$ cat src/rtl/hap_pkg.sv
`timescale 1ns / 1ps
// ----------------------------------------------------------------------------
// hap_pkg
// Shared types for the handle allocator: operation codes, status codes and
// the controller states.
// ----------------------------------------------------------------------------
package hap_pkg;

    typedef enum logic [2:0] {
        OP_CREATE      = 3'd0,
        OP_DESTROY     = 3'd1,
        OP_SET_CURRENT = 3'd2,
        OP_GET_CURRENT = 3'd3,
        OP_LOOKUP      = 3'd4
    } op_t;

    typedef enum logic [1:0] {
        ST_OK         = 2'd0,
        ST_FULL       = 2'd1,
        ST_NOT_LIVE   = 2'd2,
        ST_NO_CURRENT = 2'd3
    } status_t;

    typedef enum logic [2:0] {
        S_INIT,
        S_IDLE,
        S_READ,
        S_EVAL,
        S_READ2,
        S_FIX,
        S_DONE
    } state_t;

endpackage

$ cat src/rtl/hap_ram.sv
`timescale 1ns / 1ps
// ----------------------------------------------------------------------------
// hap_ram
// Simple dual-port memory: one write port, one read port with registered
// read data.
// ----------------------------------------------------------------------------
module hap_ram #(
    parameter int DEPTH = 32,
    parameter int WIDTH = 5,
    localparam int AW = $clog2(DEPTH)
) (
    input  logic             clk,
    input  logic             we,
    input  logic [AW-1:0]    waddr,
    input  logic [WIDTH-1:0] wdata,
    input  logic [AW-1:0]    raddr,
    output logic [WIDTH-1:0] rdata
);

    logic [WIDTH-1:0] mem [DEPTH];
    logic [WIDTH-1:0] rdata_reg;

    always_ff @(posedge clk)
    begin
        if (we)
        begin
            mem[waddr] <= wdata;
        end
        rdata_reg <= mem[raddr];
    end

    assign rdata = rdata_reg;

endmodule

$ cat src/rtl/handle_allocator_packed_table.sv
`timescale 1ns / 1ps
// Sequence: an accepted input beat steps through S_READ, S_EVAL and S_DONE;
// a destroy of the current handle that must fetch the entry below the last one
// also steps through S_READ2 and S_FIX. A new item is taken only in S_IDLE,
// after the last result is registered; S_DONE holds until the previous is taken.
// Reset: after rst_n releases, a clearing pass over all MAX_ENTRIES ids refills
// the free id queue and clears the live flags; in_ready stays low meanwhile.
// ----------------------------------------------------------------------------
// handle_allocator_packed_table
// Handle allocator over a packed table: free id queue, packed id array,
// id-to-position map and live flags, each held in a synchronous memory.
// ----------------------------------------------------------------------------
module handle_allocator_packed_table #(
    parameter int MAX_ENTRIES = 32
) (
    input  logic       clk,
    input  logic       rst_n,
    input  logic       in_valid,
    output logic       in_ready,
    input  logic [2:0] op,
    input  logic [4:0] entry_id,
    output logic       out_valid,
    input  logic       out_ready,
    output logic [1:0] status,
    output logic [4:0] result_id,
    output logic [4:0] result_position,
    output logic [5:0] live_count
);

    localparam int IW = $clog2(MAX_ENTRIES);
    localparam int CW = $clog2(MAX_ENTRIES + 1);

    hap_pkg::state_t  state_reg, state_next;
    logic [IW-1:0]    clr_reg, clr_next;
    logic [IW-1:0]    head_reg, head_next;
    logic [IW-1:0]    tail_reg, tail_next;
    logic [CW-1:0]    count_reg, count_next;
    logic [IW-1:0]    cur_reg, cur_next;
    logic             cur_valid_reg, cur_valid_next;
    hap_pkg::op_t     op_reg, op_next;
    logic [IW-1:0]    idx_reg, idx_next;
    logic             range_reg, range_next;
    hap_pkg::status_t res_status_reg, res_status_next;
    logic [IW-1:0]    res_id_reg, res_id_next;
    logic [IW-1:0]    res_pos_reg, res_pos_next;
    logic             out_valid_reg, out_valid_next;
    logic [1:0]       status_reg, status_next;
    logic [4:0]       result_id_reg, result_id_next;
    logic [4:0]       result_pos_reg, result_pos_next;
    logic [5:0]       live_count_reg, live_count_next;

    // memory ports
    logic          fifo_we, packed_we, posmap_we, live_we;
    logic [IW-1:0] fifo_waddr, packed_waddr, posmap_waddr, live_waddr;
    logic [IW-1:0] fifo_wdata, packed_wdata, posmap_wdata;
    logic          live_wdata;
    logic [IW-1:0] tgt_addr, last_addr;
    logic [IW-1:0] fifo_rdata, packed_rdata, posmap_rdata;
    logic          live_rdata;

    logic [IW-1:0] last_idx;
    logic          cur_hit;
    logic [31:0]   id_wide, pos_wide, cnt_wide;

    hap_ram #(.DEPTH(MAX_ENTRIES), .WIDTH(IW)) u_free_fifo (
        .clk   (clk),
        .we    (fifo_we),
        .waddr (fifo_waddr),
        .wdata (fifo_wdata),
        .raddr (head_reg),
        .rdata (fifo_rdata)
    );

    hap_ram #(.DEPTH(MAX_ENTRIES), .WIDTH(IW)) u_packed_ids (
        .clk   (clk),
        .we    (packed_we),
        .waddr (packed_waddr),
        .wdata (packed_wdata),
        .raddr (last_addr),
        .rdata (packed_rdata)
    );

    hap_ram #(.DEPTH(MAX_ENTRIES), .WIDTH(IW)) u_position_of (
        .clk   (clk),
        .we    (posmap_we),
        .waddr (posmap_waddr),
        .wdata (posmap_wdata),
        .raddr (tgt_addr),
        .rdata (posmap_rdata)
    );

    hap_ram #(.DEPTH(MAX_ENTRIES), .WIDTH(1)) u_live_flags (
        .clk   (clk),
        .we    (live_we),
        .waddr (live_waddr),
        .wdata (live_wdata),
        .raddr (tgt_addr),
        .rdata (live_rdata)
    );

    // get_current looks at the current handle, everything else at the named id
    assign tgt_addr  = (op_reg == hap_pkg::OP_GET_CURRENT) ? cur_reg : idx_reg;
    // after a destroy the count has dropped, so this also gives the old last - 1
    assign last_addr = IW'(count_reg - 1'b1);
    assign last_idx  = IW'(count_reg - 1'b1);
    assign cur_hit   = cur_valid_reg && (cur_reg == idx_reg);

    assign in_ready        = (state_reg == hap_pkg::S_IDLE);
    assign out_valid       = out_valid_reg;
    assign status          = status_reg;
    assign result_id       = result_id_reg;
    assign result_position = result_pos_reg;
    assign live_count      = live_count_reg;

    always_ff @(posedge clk or negedge rst_n)
    begin
        if (!rst_n)
        begin
            state_reg     <= hap_pkg::S_INIT;
            clr_reg       <= '0;
            head_reg      <= '0;
            tail_reg      <= '0;
            count_reg     <= '0;
            cur_reg       <= '0;
            cur_valid_reg <= 1'b0;
            out_valid_reg <= 1'b0;
        end
        else
        begin
            state_reg     <= state_next;
            clr_reg       <= clr_next;
            head_reg      <= head_next;
            tail_reg      <= tail_next;
            count_reg     <= count_next;
            cur_reg       <= cur_next;
            cur_valid_reg <= cur_valid_next;
            out_valid_reg <= out_valid_next;
        end
    end

    always_ff @(posedge clk)
    begin
        op_reg         <= op_next;
        idx_reg        <= idx_next;
        range_reg      <= range_next;
        res_status_reg <= res_status_next;
        res_id_reg     <= res_id_next;
        res_pos_reg    <= res_pos_next;
        status_reg     <= status_next;
        result_id_reg  <= result_id_next;
        result_pos_reg <= result_pos_next;
        live_count_reg <= live_count_next;
    end

    always_comb
    begin
        state_next      = state_reg;
        clr_next        = clr_reg;
        head_next       = head_reg;
        tail_next       = tail_reg;
        count_next      = count_reg;
        cur_next        = cur_reg;
        cur_valid_next  = cur_valid_reg;
        op_next         = op_reg;
        idx_next        = idx_reg;
        range_next      = range_reg;
        res_status_next = res_status_reg;
        res_id_next     = res_id_reg;
        res_pos_next    = res_pos_reg;
        out_valid_next  = out_valid_reg;
        status_next     = status_reg;
        result_id_next  = result_id_reg;
        result_pos_next = result_pos_reg;
        live_count_next = live_count_reg;

        fifo_we      = 1'b0;
        fifo_waddr   = tail_reg;
        fifo_wdata   = idx_reg;
        packed_we    = 1'b0;
        packed_waddr = IW'(count_reg);
        packed_wdata = fifo_rdata;
        posmap_we    = 1'b0;
        posmap_waddr = fifo_rdata;
        posmap_wdata = IW'(count_reg);
        live_we      = 1'b0;
        live_waddr   = fifo_rdata;
        live_wdata   = 1'b1;

        id_wide  = 32'(res_id_reg);
        pos_wide = 32'(res_pos_reg);
        cnt_wide = 32'(count_reg);

        if (out_valid_reg && out_ready)
        begin
            out_valid_next = 1'b0;
        end

        case (state_reg)
            hap_pkg::S_INIT:
            begin
                // free queue holds 0..N-1, no id is live
                fifo_we    = 1'b1;
                fifo_waddr = clr_reg;
                fifo_wdata = clr_reg;
                live_we    = 1'b1;
                live_waddr = clr_reg;
                live_wdata = 1'b0;
                clr_next   = clr_reg + 1'b1;
                if (clr_reg == IW'(MAX_ENTRIES - 1))
                begin
                    state_next = hap_pkg::S_IDLE;
                end
            end

            hap_pkg::S_IDLE:
            begin
                if (in_valid)
                begin
                    op_next    = hap_pkg::op_t'(op);
                    idx_next   = IW'(entry_id);
                    range_next = (32'(entry_id) < MAX_ENTRIES);
                    state_next = hap_pkg::S_READ;
                end
            end

            hap_pkg::S_READ:
            begin
                state_next = hap_pkg::S_EVAL;
            end

            hap_pkg::S_EVAL:
            begin
                state_next      = hap_pkg::S_DONE;
                res_status_next = hap_pkg::ST_OK;
                res_id_next     = '0;
                res_pos_next    = '0;
                case (op_reg)
                    hap_pkg::OP_CREATE:
                    begin
                        if (count_reg == CW'(MAX_ENTRIES))
                        begin
                            res_status_next = hap_pkg::ST_FULL;
                        end
                        else
                        begin
                            packed_we      = 1'b1;
                            posmap_we      = 1'b1;
                            live_we        = 1'b1;
                            head_next      = (head_reg == IW'(MAX_ENTRIES - 1)) ?
                                             '0 : head_reg + 1'b1;
                            count_next     = count_reg + 1'b1;
                            cur_next       = fifo_rdata;
                            cur_valid_next = 1'b1;
                            res_id_next    = fifo_rdata;
                            res_pos_next   = IW'(count_reg);
                        end
                    end

                    hap_pkg::OP_DESTROY:
                    begin
                        if (!range_reg || !live_rdata || count_reg == '0)
                        begin
                            res_status_next = hap_pkg::ST_NOT_LIVE;
                        end
                        else
                        begin
                            // move the last entry into the hole; harmless when
                            // the hole is the last entry itself
                            packed_we    = 1'b1;
                            packed_waddr = posmap_rdata;
                            packed_wdata = packed_rdata;
                            posmap_we    = 1'b1;
                            posmap_waddr = packed_rdata;
                            posmap_wdata = posmap_rdata;
                            live_we      = 1'b1;
                            live_waddr   = idx_reg;
                            live_wdata   = 1'b0;
                            fifo_we      = 1'b1;
                            tail_next    = (tail_reg == IW'(MAX_ENTRIES - 1)) ?
                                           '0 : tail_reg + 1'b1;
                            count_next   = count_reg - 1'b1;
                            res_id_next  = idx_reg;
                            res_pos_next = posmap_rdata;
                            if (cur_hit)
                            begin
                                if (posmap_rdata != last_idx)
                                begin
                                    cur_next = packed_rdata;
                                end
                                else if (last_idx != '0)
                                begin
                                    // need the entry below the old last one
                                    state_next = hap_pkg::S_READ2;
                                end
                                else
                                begin
                                    cur_valid_next = 1'b0;
                                end
                            end
                        end
                    end

                    hap_pkg::OP_SET_CURRENT:
                    begin
                        if (range_reg && live_rdata)
                        begin
                            cur_next       = idx_reg;
                            cur_valid_next = 1'b1;
                            res_id_next    = idx_reg;
                            res_pos_next   = posmap_rdata;
                        end
                        else
                        begin
                            res_status_next = hap_pkg::ST_NOT_LIVE;
                        end
                    end

                    hap_pkg::OP_GET_CURRENT:
                    begin
                        if (cur_valid_reg && live_rdata)
                        begin
                            res_id_next  = cur_reg;
                            res_pos_next = posmap_rdata;
                        end
                        else
                        begin
                            res_status_next = hap_pkg::ST_NO_CURRENT;
                        end
                    end

                    hap_pkg::OP_LOOKUP:
                    begin
                        if (range_reg && live_rdata)
                        begin
                            res_id_next  = idx_reg;
                            res_pos_next = posmap_rdata;
                        end
                        else
                        begin
                            res_status_next = hap_pkg::ST_NOT_LIVE;
                        end
                    end

                    default:
                    begin
                        res_status_next = hap_pkg::ST_OK;
                    end
                endcase
            end

            hap_pkg::S_READ2:
            begin
                state_next = hap_pkg::S_FIX;
            end

            hap_pkg::S_FIX:
            begin
                cur_next   = packed_rdata;
                state_next = hap_pkg::S_DONE;
            end

            hap_pkg::S_DONE:
            begin
                if (!out_valid_reg || out_ready)
                begin
                    out_valid_next  = 1'b1;
                    status_next     = res_status_reg;
                    result_id_next  = id_wide[4:0];
                    result_pos_next = pos_wide[4:0];
                    live_count_next = cnt_wide[5:0];
                    state_next      = hap_pkg::S_IDLE;
                end
            end

            default:
            begin
                state_next = hap_pkg::S_IDLE;
            end
        endcase
    end

endmodule
$ cat config.mk
export PLATFORM = sky130hd
export DESIGN_NAME = handle_allocator_packed_table
export DESIGN_NICKNAME = d
export VERILOG_FILES = /design/src/rtl/hap_pkg.sv /design/src/rtl/hap_ram.sv /design/src/rtl/handle_allocator_packed_table.sv
export SDC_FILE = /design/constraint.sdc
export NUM_CORES = 1
export LEC_CHECK = 0
export BUFFER_PORTS_ARGS = -buffer_cell sky130_fd_sc_hd__buf_2
export CAP_MARGIN = 20
export CORE_UTILIZATION = 35
export CTS_BUF_LIST = sky130_fd_sc_hd__clkbuf_8
export CTS_CLUSTER_SIZE = 30
export DETAILED_ROUTE_END_ITERATION = 10
export PLACE_DENSITY_LB_ADDON = 0.3
export SYNTH_ARGS = -nofsm -noshare
export SYNTH_HDL_FRONTEND = slang
export SYNTH_SLANG_ARGS = --single-unit
$ cat constraint.sdc
create_clock -name clk -period 9.85 [get_ports clk]
set_input_delay 1.97 -clock clk [delete_from_list [all_inputs] [get_ports clk]]
set_output_delay 1.97 -clock clk [all_outputs]
set_load 0.03 [all_outputs]
**After elaboration in Yosys (flattened, before gate mapping)**

Memories as Yosys holds them, arrays and structs flattened. A register that Yosys moved wholly into a read port is not among the register bits.
Index checks and enable logic that the tools add are counted.

- Add/sub/neg operators: 5
- Eq/ne operators: 31
- Muxes and demuxes: 74
- Bitwise gates (word level): 2
- Reduce and logical (&&, ||, !) cells: 23

Operators with widths:

| cell | number |
|---|---|
| $mux 5 | 26 |
| $pmux 5 s4 | 2 |
| $mux 1 | 22 |
| $pmux 3 s7 | 1 |
| $pmux 5 s2 | 2 |
| $ne 2x2->1 const B | 9 |
| $mux 2 | 8 |
| $add 5x1->5 const B | 3 |
| $eq 5x5->1 const B | 3 |
| $ne 3x3->1 const B | 5 |
| $pmux 5 s3 | 1 |
| $eq 3x2->1 const B | 4 |
| $eq 3x3->1 const B | 4 |
| $mux 6 | 2 |
| $pmux 6 s2 | 1 |
| $mux 3 | 3 |
| $reduce_and 3->1 | 3 |
| $pmux 1 s2 | 4 |
| $pmux 2 s4 | 1 |
| $reduce_and 8->1 | 1 |
| $reduce_and 7->1 | 1 |
| $add 6x1->6 const B | 1 |
| $eq 3x1->1 const B | 2 |
| $eq 6x6->1 const B | 1 |
| other kinds (17) | 25 |

- Register bits: 69
- Bits in writable memories: 512
- Bits of input ports: 12
- Output and inout bits: 20
- Word-level logic and storage cells: 156
- Memories: 4

Memories:

| name | depth | bits a word | read ports | clocked after Yosys merged registers in | write ports | line | RTL |
|---|---|---|---|---|---|---|---|
| u_free_fifo.mem | 32 | 5 | 1 | 1 | 1 | hap_ram.sv:20 | `logic [WIDTH-1:0] mem [DEPTH];` |
| u_packed_ids.mem | 32 | 5 | 1 | 1 | 1 | hap_ram.sv:20 |  |
| u_position_of.mem | 32 | 5 | 1 | 1 | 1 | hap_ram.sv:20 |  |
| u_live_flags.mem | 32 | 1 | 1 | 1 | 1 | hap_ram.sv:20 |  |

**Depth between registers and ports, before layout**

Gate-level depths: netlist (run 1).

- Depth in word-level cells: 8
- Gate-level depth with buffers: 14
- Gate-level depth less buffers: 9

**By module**

From an unflattened synthesis (run 1), not the netlist that was laid out.

- Cells, all modules: 1325
- Area total of the unflattened synthesis: 24375.9 µm²

By module, submodules not included:

| module | instances | cells an instance | area each (µm²) | seq. area each (µm²) |
|---|---|---|---|---|
| hap_ram at u_free_fifo ... | 3 | 277 | 6344.8 | 4904.7 |
| handle_allocator_packed_table | 1 | 374 | 3823.7 | 1916.8 |
| hap_ram at u_live_flags | 1 | 120 | 1517.7 | 980.9 |

**Worst setup path after synthesis (run 1)**

OpenSTA, ideal clock, no wires.

- Path kind: flip-flop to flip-flop
- Start point: register count_reg[0]
- End point: memory u_position_of.mem[0][0], data pin
- Setup time: 0.454 ns
- Arrival: 4.062 ns
- Data required time: 9.396 ns
- Setup slack: 5.334 ns
- Stages on the path, launching flop included: 13
- Path buffers: 6
- Period minus slack after synthesis: 4.516 ns
- Cell sequence: dfrtp_1 -> buf_2 -> buf_2 -> clkbuf_1 -> inv_1 -> ha_1 -> or4b_4 -> o211a_4 -> and2_4 -> buf_6 -> buf_6 -> buf_2 -> o21ai_0

- Longest elaborated chain between the ends: 5

RTL lines:

| item | line | RTL |
|---|---|---|
| start: declaration | handle_allocator_packed_table.sv:37 | `logic [CW-1:0] count_reg, count_next;` |
| start signal: assignment | handle_allocator_packed_table.sv:134 | `count_reg <= count_next;` |
| $logic_not 6->1 | handle_allocator_packed_table.sv:261 | `if (!range_reg \|\| !live_rdata \|\| count_reg == '0)` |
| $logic_or 1x1->1 | handle_allocator_packed_table.sv:261 |  |
| $mux 5 (2 in a row) | - |  |
| $mux 5 * | - |  |
| via packed_waddr[0] | handle_allocator_packed_table.sv:54 | `logic [IW-1:0] fifo_waddr, packed_waddr, posmap_waddr, live_waddr;` |
| end: declaration | hap_ram.sv:20 |  |

Mark *: on every way through the listed nets, which the timed path passes. The rest lies on a longest branch.

**Final worst setup path (run 1)**

- Start point: register count_reg[0]
- End point: memory u_position_of.mem[10][2] (enable)

- Longest elaborated chain between the ends: 7
- Elaborated cells between the ends (all ways): 12
- Classes of those cells: eq/ne (1); mux (9); reduce/logical (2)

RTL lines:

| item | line | RTL |
|---|---|---|
| $logic_not 6->1 | handle_allocator_packed_table.sv:261 |  |
| $logic_or 1x1->1 | handle_allocator_packed_table.sv:261 |  |
| $mux 1 | handle_allocator_packed_table.sv:261 |  |
| $pmux 1 s2 | handle_allocator_packed_table.sv:237 | `case (op_reg)` |
| $mux 1 | handle_allocator_packed_table.sv:198 | `case (state_reg)` |
| $mux 1 | hap_ram.sv:25 | `if (we)` |
| $mux 1 (not written as such) | hap_ram.sv:27 | `mem[waddr] <= wdata;` |

Several ways; a longest one is shown, not always the timed one.

==> metrics.md, run 1 <==
| Metric | Value |
|---|---|
| Status | finished with violations |
| Failing checks | design-rule violations |
| Post-synth EDFFs | 550 |
| Clk_lat worst skew | 0.68 ns |
| Final Power | 8.268 mW |
| Slew Viols, Final | 0 |
| Compound-Gate Fraction of Synth Area | approximately 5.9% |
| VDD IR-drop max | 0.1571 mV |
| Final setup violation count | 0 |
| Share of layout cells above drive strength 1 | ~20% |
| TritonCTS clock tree | done |
| Core area | 73,080 um^2 |
| Die height | 274.2 um |
| Library cells used by synthesis | 76 |
| Syn Inst Count | 1,667 |
| RSZ-0062 raised after global routing | no |
| Initial antenna violation count | 1 |
| Post-CTS Hold Buffers | 0 |
| Htree depth | 3 |
| Worst r2r src | count_reg[0] |
| Die area | roughly 75,000 um^2 |
| Sw Pwr | between 2 and 3 mW |
| Worst min-delay path category | flop to flop |
| Sequential share of power | 42.9% |
| Yosys Warn Count | 0 |
| Die span in x | 274.2 um |
| Placer Congestion | between 0.8 and 0.9 |
| Gate power share | 32.4% |
| CP required | 10.16 ns |
| Main combinational cell family by area after synthesis | multiplexers |
| Initial DRT Pass Iterations | 9 |
| Hold Fails Final Rpt | 0 |
| Avg Inst Size Synth | around 16 um^2 |
| Post-route core utilization | 39.75% |
| Worst-Margin Slew | 1.069 ns |
| Setup TNS | 0 ns |
| Worst reg-to-reg path cell count | 9 |
| WL final | 64,660 um |
| Vias per cell | between 5 and 6 |
| Sw frac | 35.37% |
| DRT iter0 DRCs | between 1,500 and 2,000 |
| Worst-path clk slew | approximately 0.06 ns |
| # IOs | 32 |
| Pwr/cell area | 284.6 nW/um^2 |
| Total GRT Usage | between 15 and 20% |
| Clk buf depth | 3 |
| Cell Area, Synth | 25,930 um^2 |
| Async set or reset register ratio after synthesis | 5.193% |
| Post-CTS Setup Inserts | 0 |
| Layout net count | ~1,700 |
| Fin area | 29,050 um^2 |
| Vias | ~15,000 |
| Max_slew headroom | 27.34% |
| Fin crit period | approximately 5 ns |
| ANT nets after route | 0 |
| Simple-gate share of the synthesized area | 8.560% |
| Sink Count | 597 |
| Mapped Nets | ~1,700 |
| Largest net degree at the start of global routing | 52 |
| Crit path launch | count_reg[0] |
| First-pass GRT wire length | 96,800 um |
| Post-DP Area | ~27,000 um^2 |
| Tcrit/Tclk final | 49.92% |
| Worst clock skew | approximately 0.024 ns |
| Register area share after synthesis | 67.92% |
| Seq cells post-synth | 597 |
| Port Buffers | 31 |
| Area share of fa/ha/maj cells after synthesis | 0.4825% |
| Max Cap Viol | 0 |
| Largest regs | u_free_fifo.mem (160), u_packed_ids.mem (160), u_position_of.mem (160) |
| Leak | 9.611 nW |
| Xor-xnor portion of the synthesized cell area | less than 1% |
| Fmax | between 200 and 250 MHz |
| Initial Util | between 30% and 40% |
| Internal power | 5.343 mW |
| Post-route DRC | 8 |
| Drt wl/cell | 23.45 um |
| Critical Path Source Type | flop |
| CTS Buf Count | 95 |
| Mux share of post-synthesis cell area | 14.41% |
| Worst setup path endpoint | u_position_of.mem[10][2] |
| Crit path arrival time | 5.22 ns |
| Reg2reg setup slack | 4.93 ns |
| Synth Flop Type | edfxtp_1 |
| Grt ovf | 0 |
| Row cnt | 99 |
| Vias in the first global route | approximately 15,000 |
| CP Class | flop to flop |
| Crit path max fanout | 51 |
| Area Growth Syn to Fin | 12.02% |
| HPWL after DPL | between 40,000 and 50,000 um |
| Post_cts resized | 0 |
| Reg2reg end | u_position_of.mem[10][2] |
| Clock share of power | 24.7% |
| Clock root buffer | clkbuf_8 |
| Endpoint class of the critical path | flop |
==> critical path, cell delays in order, from the launching register on <==
cell and delay (ns):
dfrtp_2 0.38, buf_4 0.38, inv_1 0.31, ha_1 0.20, or4b_4 0.51, o211a_4 0.28, and2_4 0.31, a21oi_2 0.79
inv_2 0.63, nor3_1 0.74
==> layout make-up <==
type / count / area [um^2]
antenna: 1 / 2.502
clock buffer: 103 / 1418
clock inverter: 73 / 432.9
fill: 6715 / 44030
inverter: 19 / 71.32
multi-input combinational: 942 / 7876
sequential: 597 / 17620
tap: 959 / 1200
timing repair buffer: 64 / 430.4
==> power groups by stage <==
stage | clock, mW | combinational (mW) | sequential (mW)
after detailed placement | 0 | 2.69 | 3.59
after floorplan | 0 | 1.91 | 3.42
after global placement | 0 | 2.68 | 3.59
after global routing | 2.19 | 2.88 | 3.56
after CTS | 2.09 | 2.70 | 3.54
final | 2.04 | 2.68 | 3.54
==> cells in the mapped netlist (all sizes together) (10+ instances only) <==
| master | number | area (um^2) |
|---|---|---|
| inv | 19 | 71.31 |
| nor4 | 14 | 87.58 |
| o21ai | 54 | 270.3 |
| mux4 | 119 | 2680 |
| dfrtp | 31 | 775.7 |
| a21o | 10 | 75.07 |
| a31oi | 15 | 100.1 |
| dfxtp | 16 | 320.3 |
| ha | 10 | 125.1 |
| nor3b | 13 | 102.6 |
| nor3 | 48 | 240.2 |
| xnor2 | 12 | 105.1 |
| nor2 | 124 | 465.5 |
| nor2b | 20 | 125.1 |
| a211oi | 18 | 135.1 |
| buf | 34 | 175.2 |
| mux2 | 22 | 247.7 |
| edfxtp | 550 | 16520 |
| nand3 | 47 | 235.2 |
| mux2i | 78 | 809.5 |
| a22oi | 14 | 105.1 |
| clkbuf | 75 | 281.5 |
| a21oi | 38 | 197.7 |
| nand2 | 147 | 551.8 |
==> how the worst min path moves through the flow <==
stage,slack [ns],depth (start not counted),startpoint,to
finish,0.42,0,res_id_reg[0],result_id[0]
global route,0.44,0,res_pos_reg[3],result_position[3]
CTS,0.43,0,res_id_reg[0],result_id[0]
detailed placement,0.42,0,res_id_reg[0],result_id[0]
global placement,0.41,0,res_pos_reg[3],result_position[3]
floorplan,0.40,0,res_id_reg[0],result_id[0]
==> layout by cell type (no fill, tap or decap), types with 9 or more instances in the layout <==
master	n
ha_1	10
xnor2_1	11
dfrtp_1	27
edfxtp_1	550
nor3b_1	11
o21ai_0	42
clkbuf_8	103
dfxtp_1	16
nand2_1	147
nor3_1	48
nand3_1	47
nor4_1	14
a211oi_1	18
a22oi_1	14
a31oi_1	14
buf_4	30
inv_1	53
and3_1	9
mux2i_1	73
a21o_1	10
nor2_1	124
mux4_2	119
clkinv_1	19
a21oi_1	36
xor2_1	9
buf_2	31
nor2b_1	20
mux2_2	22
==> layer usage <==
layer | up-vias | wire length [um] | global-route usage [%]
met3 | 115 | 4207 | 3.188
met2 | 568 | 31240 | 28.34
met1 | 7679 | 27270 | 22.59
li1 | 6687 | - | -
met5 | - | 0 | 0
met4 | 0 | 1940 | 7.076
==> through the flow <==
| step | setup slack [ns] | hold WS, ns | cells |
|---|---|---|---|
| finish | 4.933 | 0.4245 | 2758 |
| global route | 4.492 | 0.4385 | 2758 |
| CTS | 4.893 | 0.4292 | 2756 |
| detailed placement | 4.923 | 0.4157 | 2580 |
| global placement | 5.105 | 0.4100 | 2578 |
| floorplan | 5.334 | 0.4003 | 1667 |
==> cells by family after synthesis <==
| group | after synthesis |
|---|---|
| flops | 597 |
| mux | 219 |
| simple gates | 470 |
| xor+xnor | 21 |
| compound gates | 222 |
| fa+ha+maj | 10 |
| buf+inv | 128 |
(Power assumes the default switching activity.)
==> run 2, diff against run 1 <==
Settings changed: ABC_AREA from default to 1.
Clock period 9.85 ns to 4.3 ns, I/O delays scaled along.
==> run 2 against run 1 <==
  * The run still ends with design-rule violations left
  * Routed wire length rose by 2.9%
  * Sequential share of layout area hardly changed
  * Sequential power rose by 120%
  * Sequential cell count unchanged
  * Cell area about the same
  * Worst hold slack worse by 0.17 ns
  * Power rose by 120%
  * Combinational power rose by 130%
  * Critical path type unchanged
  * Critical endpoint is now u_free_fifo.mem[6][2]
  * Highest routed layer unchanged
==> metrics.md, run 2 <==
| Metric | Value |
|---|---|
| Status | finished with violations |
| Failing checks | design-rule violations |
| Library cells used by synthesis | 47 (-38%) |
| Core area | 73,080 um^2 (unchanged) |
| Syn Inst Count | 2,394 (+44%) |
| DRT iter0 DRCs | 1,953 (+25%) |
| Die height | 274.1 um (about the same) |
| Row cnt | 99 (unchanged) |
| HPWL after DPL | 41,850 um (+1.1%) |
| Post-route core utilization | 39.72% (about the same) |
| Worst min-delay path category | input port to asynchronous set/reset pin |
| Commonest non-fill, non-tap cell in the layout | edfxtp_1 |
| Bufs and invs on worst path | 2 (-1) |
| Fin crit period | 3.561 ns (-1.357 ns) |
| Top-count cell post-synth | edfxtp_1 |
| Layout net count | 2,467 (+42%) |
| Vias in the first global route | 17,680 (+14%) |
| # IOs | 32 (unchanged) |
| Vias per cell | 5.175 (-5.2%) |
| Grt ovf | 0 (unchanged) |
| Compound-Gate Fraction of Synth Area | 8.408% (+2.5 points) |
| Largest regs | u_free_fifo.mem (160), u_packed_ids.mem (160), u_position_of.mem (160) |
| Clk_lat worst skew | 0.74 ns (+0.06 ns) |
| Crit-path max cell delay | 0.69 ns (-0.10 ns) |
| Area Growth Syn to Fin | 12.03% (about the same) |
| Fmax | 280.8 MHz (+38%) |
| Placer Congestion | 0.9072 (+6.7%) |
| CP Class | flop to flop |
| Fin area | 29,030 um^2 (about the same) |
| Port Buffers | 31 (unchanged) |
| WL final | 66,570 um (+2.9%) |
| Crit path max fanout | 17 (-67%) |
| Hold WS | 0.2539 ns (-0.1706 ns) |
| Final setup violation count | 0 (unchanged) |
| Async set or reset register ratio after synthesis | 5.193% (unchanged) |
| Critical path's top delay family | simple AND/OR/NAND/NOR gates |
| Initial antenna violation count | 2 (+1) |
| Main combinational cell family by area after synthesis | simple AND/OR/NAND/NOR gates |
| Worst slack, placed | 0.7785 ns (-4.145 ns) |
| Share of layout cells above drive strength 1 | 9.033% (-11 points) |
| Commonest cells in the netlist | edfxtp_1, nand2_1, nor2_1 |
| Xor-xnor portion of the synthesized cell area | 0.3042% (-0.41 points) |
| Register area share after synthesis | 67.98% (about the same) |
| Largest net degree at the start of global routing | 97 (+87%) |
| Avg Inst Size Synth | 10.82 um^2 (-30%) |
| Final worst slack | 0.7393 ns (-4.193 ns) |
| Slew Viols, Final | 0 (unchanged) |
| Yosys Warn Count | 0 (unchanged) |
| Post-CTS Setup Inserts | 0 (unchanged) |
| Clock root buffer | clkbuf_8 |
| Setup TNS | 0 ns (unchanged) |
| Post-CTS Hold Buffers | 0 (unchanged) |
| Post-route DRC | 16 (+8) |
| Critical Path Source Type | flop |
| Area share of fa/ha/maj cells after synthesis | 0.4829% (about the same) |
| ANT nets after route | 0 (unchanged) |
| Post_cts resized | 0 (unchanged) |
| CTS Buf Count | 94 (-1.1%) |
| Simple-gate share of the synthesized area | 17.05% (+8.5 points) |
| Initial DRT Pass Iterations | 9 (unchanged) |
| Seq cells post-synth | 597 (unchanged) |
| Leak | 10.82 nW (+13%) |
| Sink Count | 597 (unchanged) |
| CP max-delay cell | inv_1 |
| Post-DP Area | 27,150 um^2 (about the same) |
| Die span in x | 274.1 um (about the same) |
| Worst clock skew | 0.06174 ns (+0.03770 ns) |
| Drt wl/cell | 19.10 um (-19%) |
| RSZ-0062 raised after global routing | no |
| Max_slew headroom | 28.27% (+0.93 points) |
| Synth Flop Type | edfxtp_1 |
| CP required | 4.63 ns (-5.53 ns) |
| Post-synth EDFFs | 550 (unchanged) |
| Cell Area, Synth | 25,910 um^2 (about the same) |
| Pwr/cell area | 635.7 nW/um^2 (+120%) |
| Post-synth top area cell | edfxtp_1 |
| Max Cap Viol | 0 (unchanged) |
| First-pass GRT wire length | 101,600 um (+4.9%) |
| TritonCTS clock tree | done |
| Crit path arrival time | 3.89 ns (-1.33 ns) |
| VDD IR-drop max | 0.4040 mV (+160%) |
| Worst-path clk slew | 0.06 ns (about the same) |
| Mux share of post-synthesis cell area | 0% (-14 points) |
| Clk buf depth | 3 (unchanged) |
| Die area | 75,120 um^2 (about the same) |
| Hold Fails Final Rpt | 0 (unchanged) |
| Worst-Margin Slew | 1.072 ns (+0.003090 ns) |
| Vias | 18,040 (+20%) |
| Endpoint class of the critical path | flop |
| Htree depth | 3 (unchanged) |
| Mapped Nets | 2,416 (+43%) |
| Crit-path cells | inv_1 -> nand3_1 -> inv_1 -> nand2_1 -> o21ai_0 -> nand3_1 -> nor2_1 |
| Total GRT Usage | 17.68% (+0.39 points) |
| Tcrit/Tclk final | 82.81% (+33 points) |
| Top cell type's share of synthesized area | 63.75% (about the same) |
| Initial Util | 35.45% (about the same) |
| Dominant cells by area after synthesis | edfxtp_1, nand2_1, nor2_1, nand3_1, o21ai_0 |
| Commonest non-fill, non-tap cells in the layout | edfxtp_1, nand2_1, nor2_1 |
| Number of fill cells | 7,007 (+4.3%) |
run 2: cell count changes after synthesis, sizes merged, moves of 37 or more:
cell	before	now
mux2i	78	0
inv	19	270
nor3	48	6
o21ai	54	211
nand2	147	369
nor2	124	355
mux4	119	0
nand3	47	268
o22ai	6	51
o211ai	7	44
run 2: power breakdown:
group          leakage, nW  switching [mW]  internal (mW)  total [mW]
Combinational         4.24            4.63           1.58        6.21
Sequential            5.52           0.310           7.36        7.67
Clock                 1.06            2.26           2.32        4.57
Total                 10.8            7.19           11.3        18.5
run 2: metal layers:
layer	GRT usage, %	vias to the layer above	wire length [um]
li1	-	8421	-
met5	0	-	0
met2	28.14	719	30510
met1	24.26	8774	29800
met3	3.223	121	4731
met4	6.023	0	1518
run 2: path summary, 6_finish.rpt:
kind | depth (start not counted) | from | slack (ns) | end
worst max-delay path | 7 | state_reg[2] | 0.74 | u_free_fifo.mem[6][2]
worst min-delay path | 1 | rst_n | 0.25 | out_valid
worst max register to register | 7 | state_reg[2] | 0.74 | u_free_fifo.mem[6][2]
worst min register to register | 0 | res_id_reg[2] | 0.45 | result_id[2]
max in group asynchronous | 1 | rst_n | 3.37 | head_reg[0]
min in group clk | 2 | out_ready | 0.35 | out_valid
run 2: stage by stage:
| stage | std cells | total power [mW] |
|---|---|---|
| after floorplan | 2394 | 11.57 |
| after global placement | 3304 | 13.81 |
| after detailed placement | 3305 | 13.87 |
| after CTS | 3480 | 18.46 |
| after global routing | 3484 | 19.43 |
| final | 3485 | 18.45 |
run 2: cell type report:
type | instances | area, um^2 | share of cell area, %
Antenna cell | 2 | 5.005 | 0.01724
Clock buffer | 94 | 1294 | 4.457
Clock inverter | 81 | 496.7 | 1.711
Inverter | 275 | 1033 | 3.561
Multi-Input combinational cell | 1411 | 6899 | 23.77
Sequential cell | 597 | 17610 | 60.69
Tap cell | 959 | 1200 | 4.134
Timing Repair Buffer | 66 | 483.0 | 1.664
run 2: worst register-to-register path, cell delays in order (launching register included):
cell and delay [ns]:
dfrtp_1 0.44, inv_1 0.13, nand3_1 0.37, inv_1 0.69
nand2_1 0.26, o21ai_0 0.26, nand3_1 0.54, nor2_1 0.51
run 2: cells by family after synthesis:
family / after synthesis
simple gates: 1033
flops: 597
buf+inv: 386
compound gates: 359
fa+ha+maj: 10
xor+xnor: 9
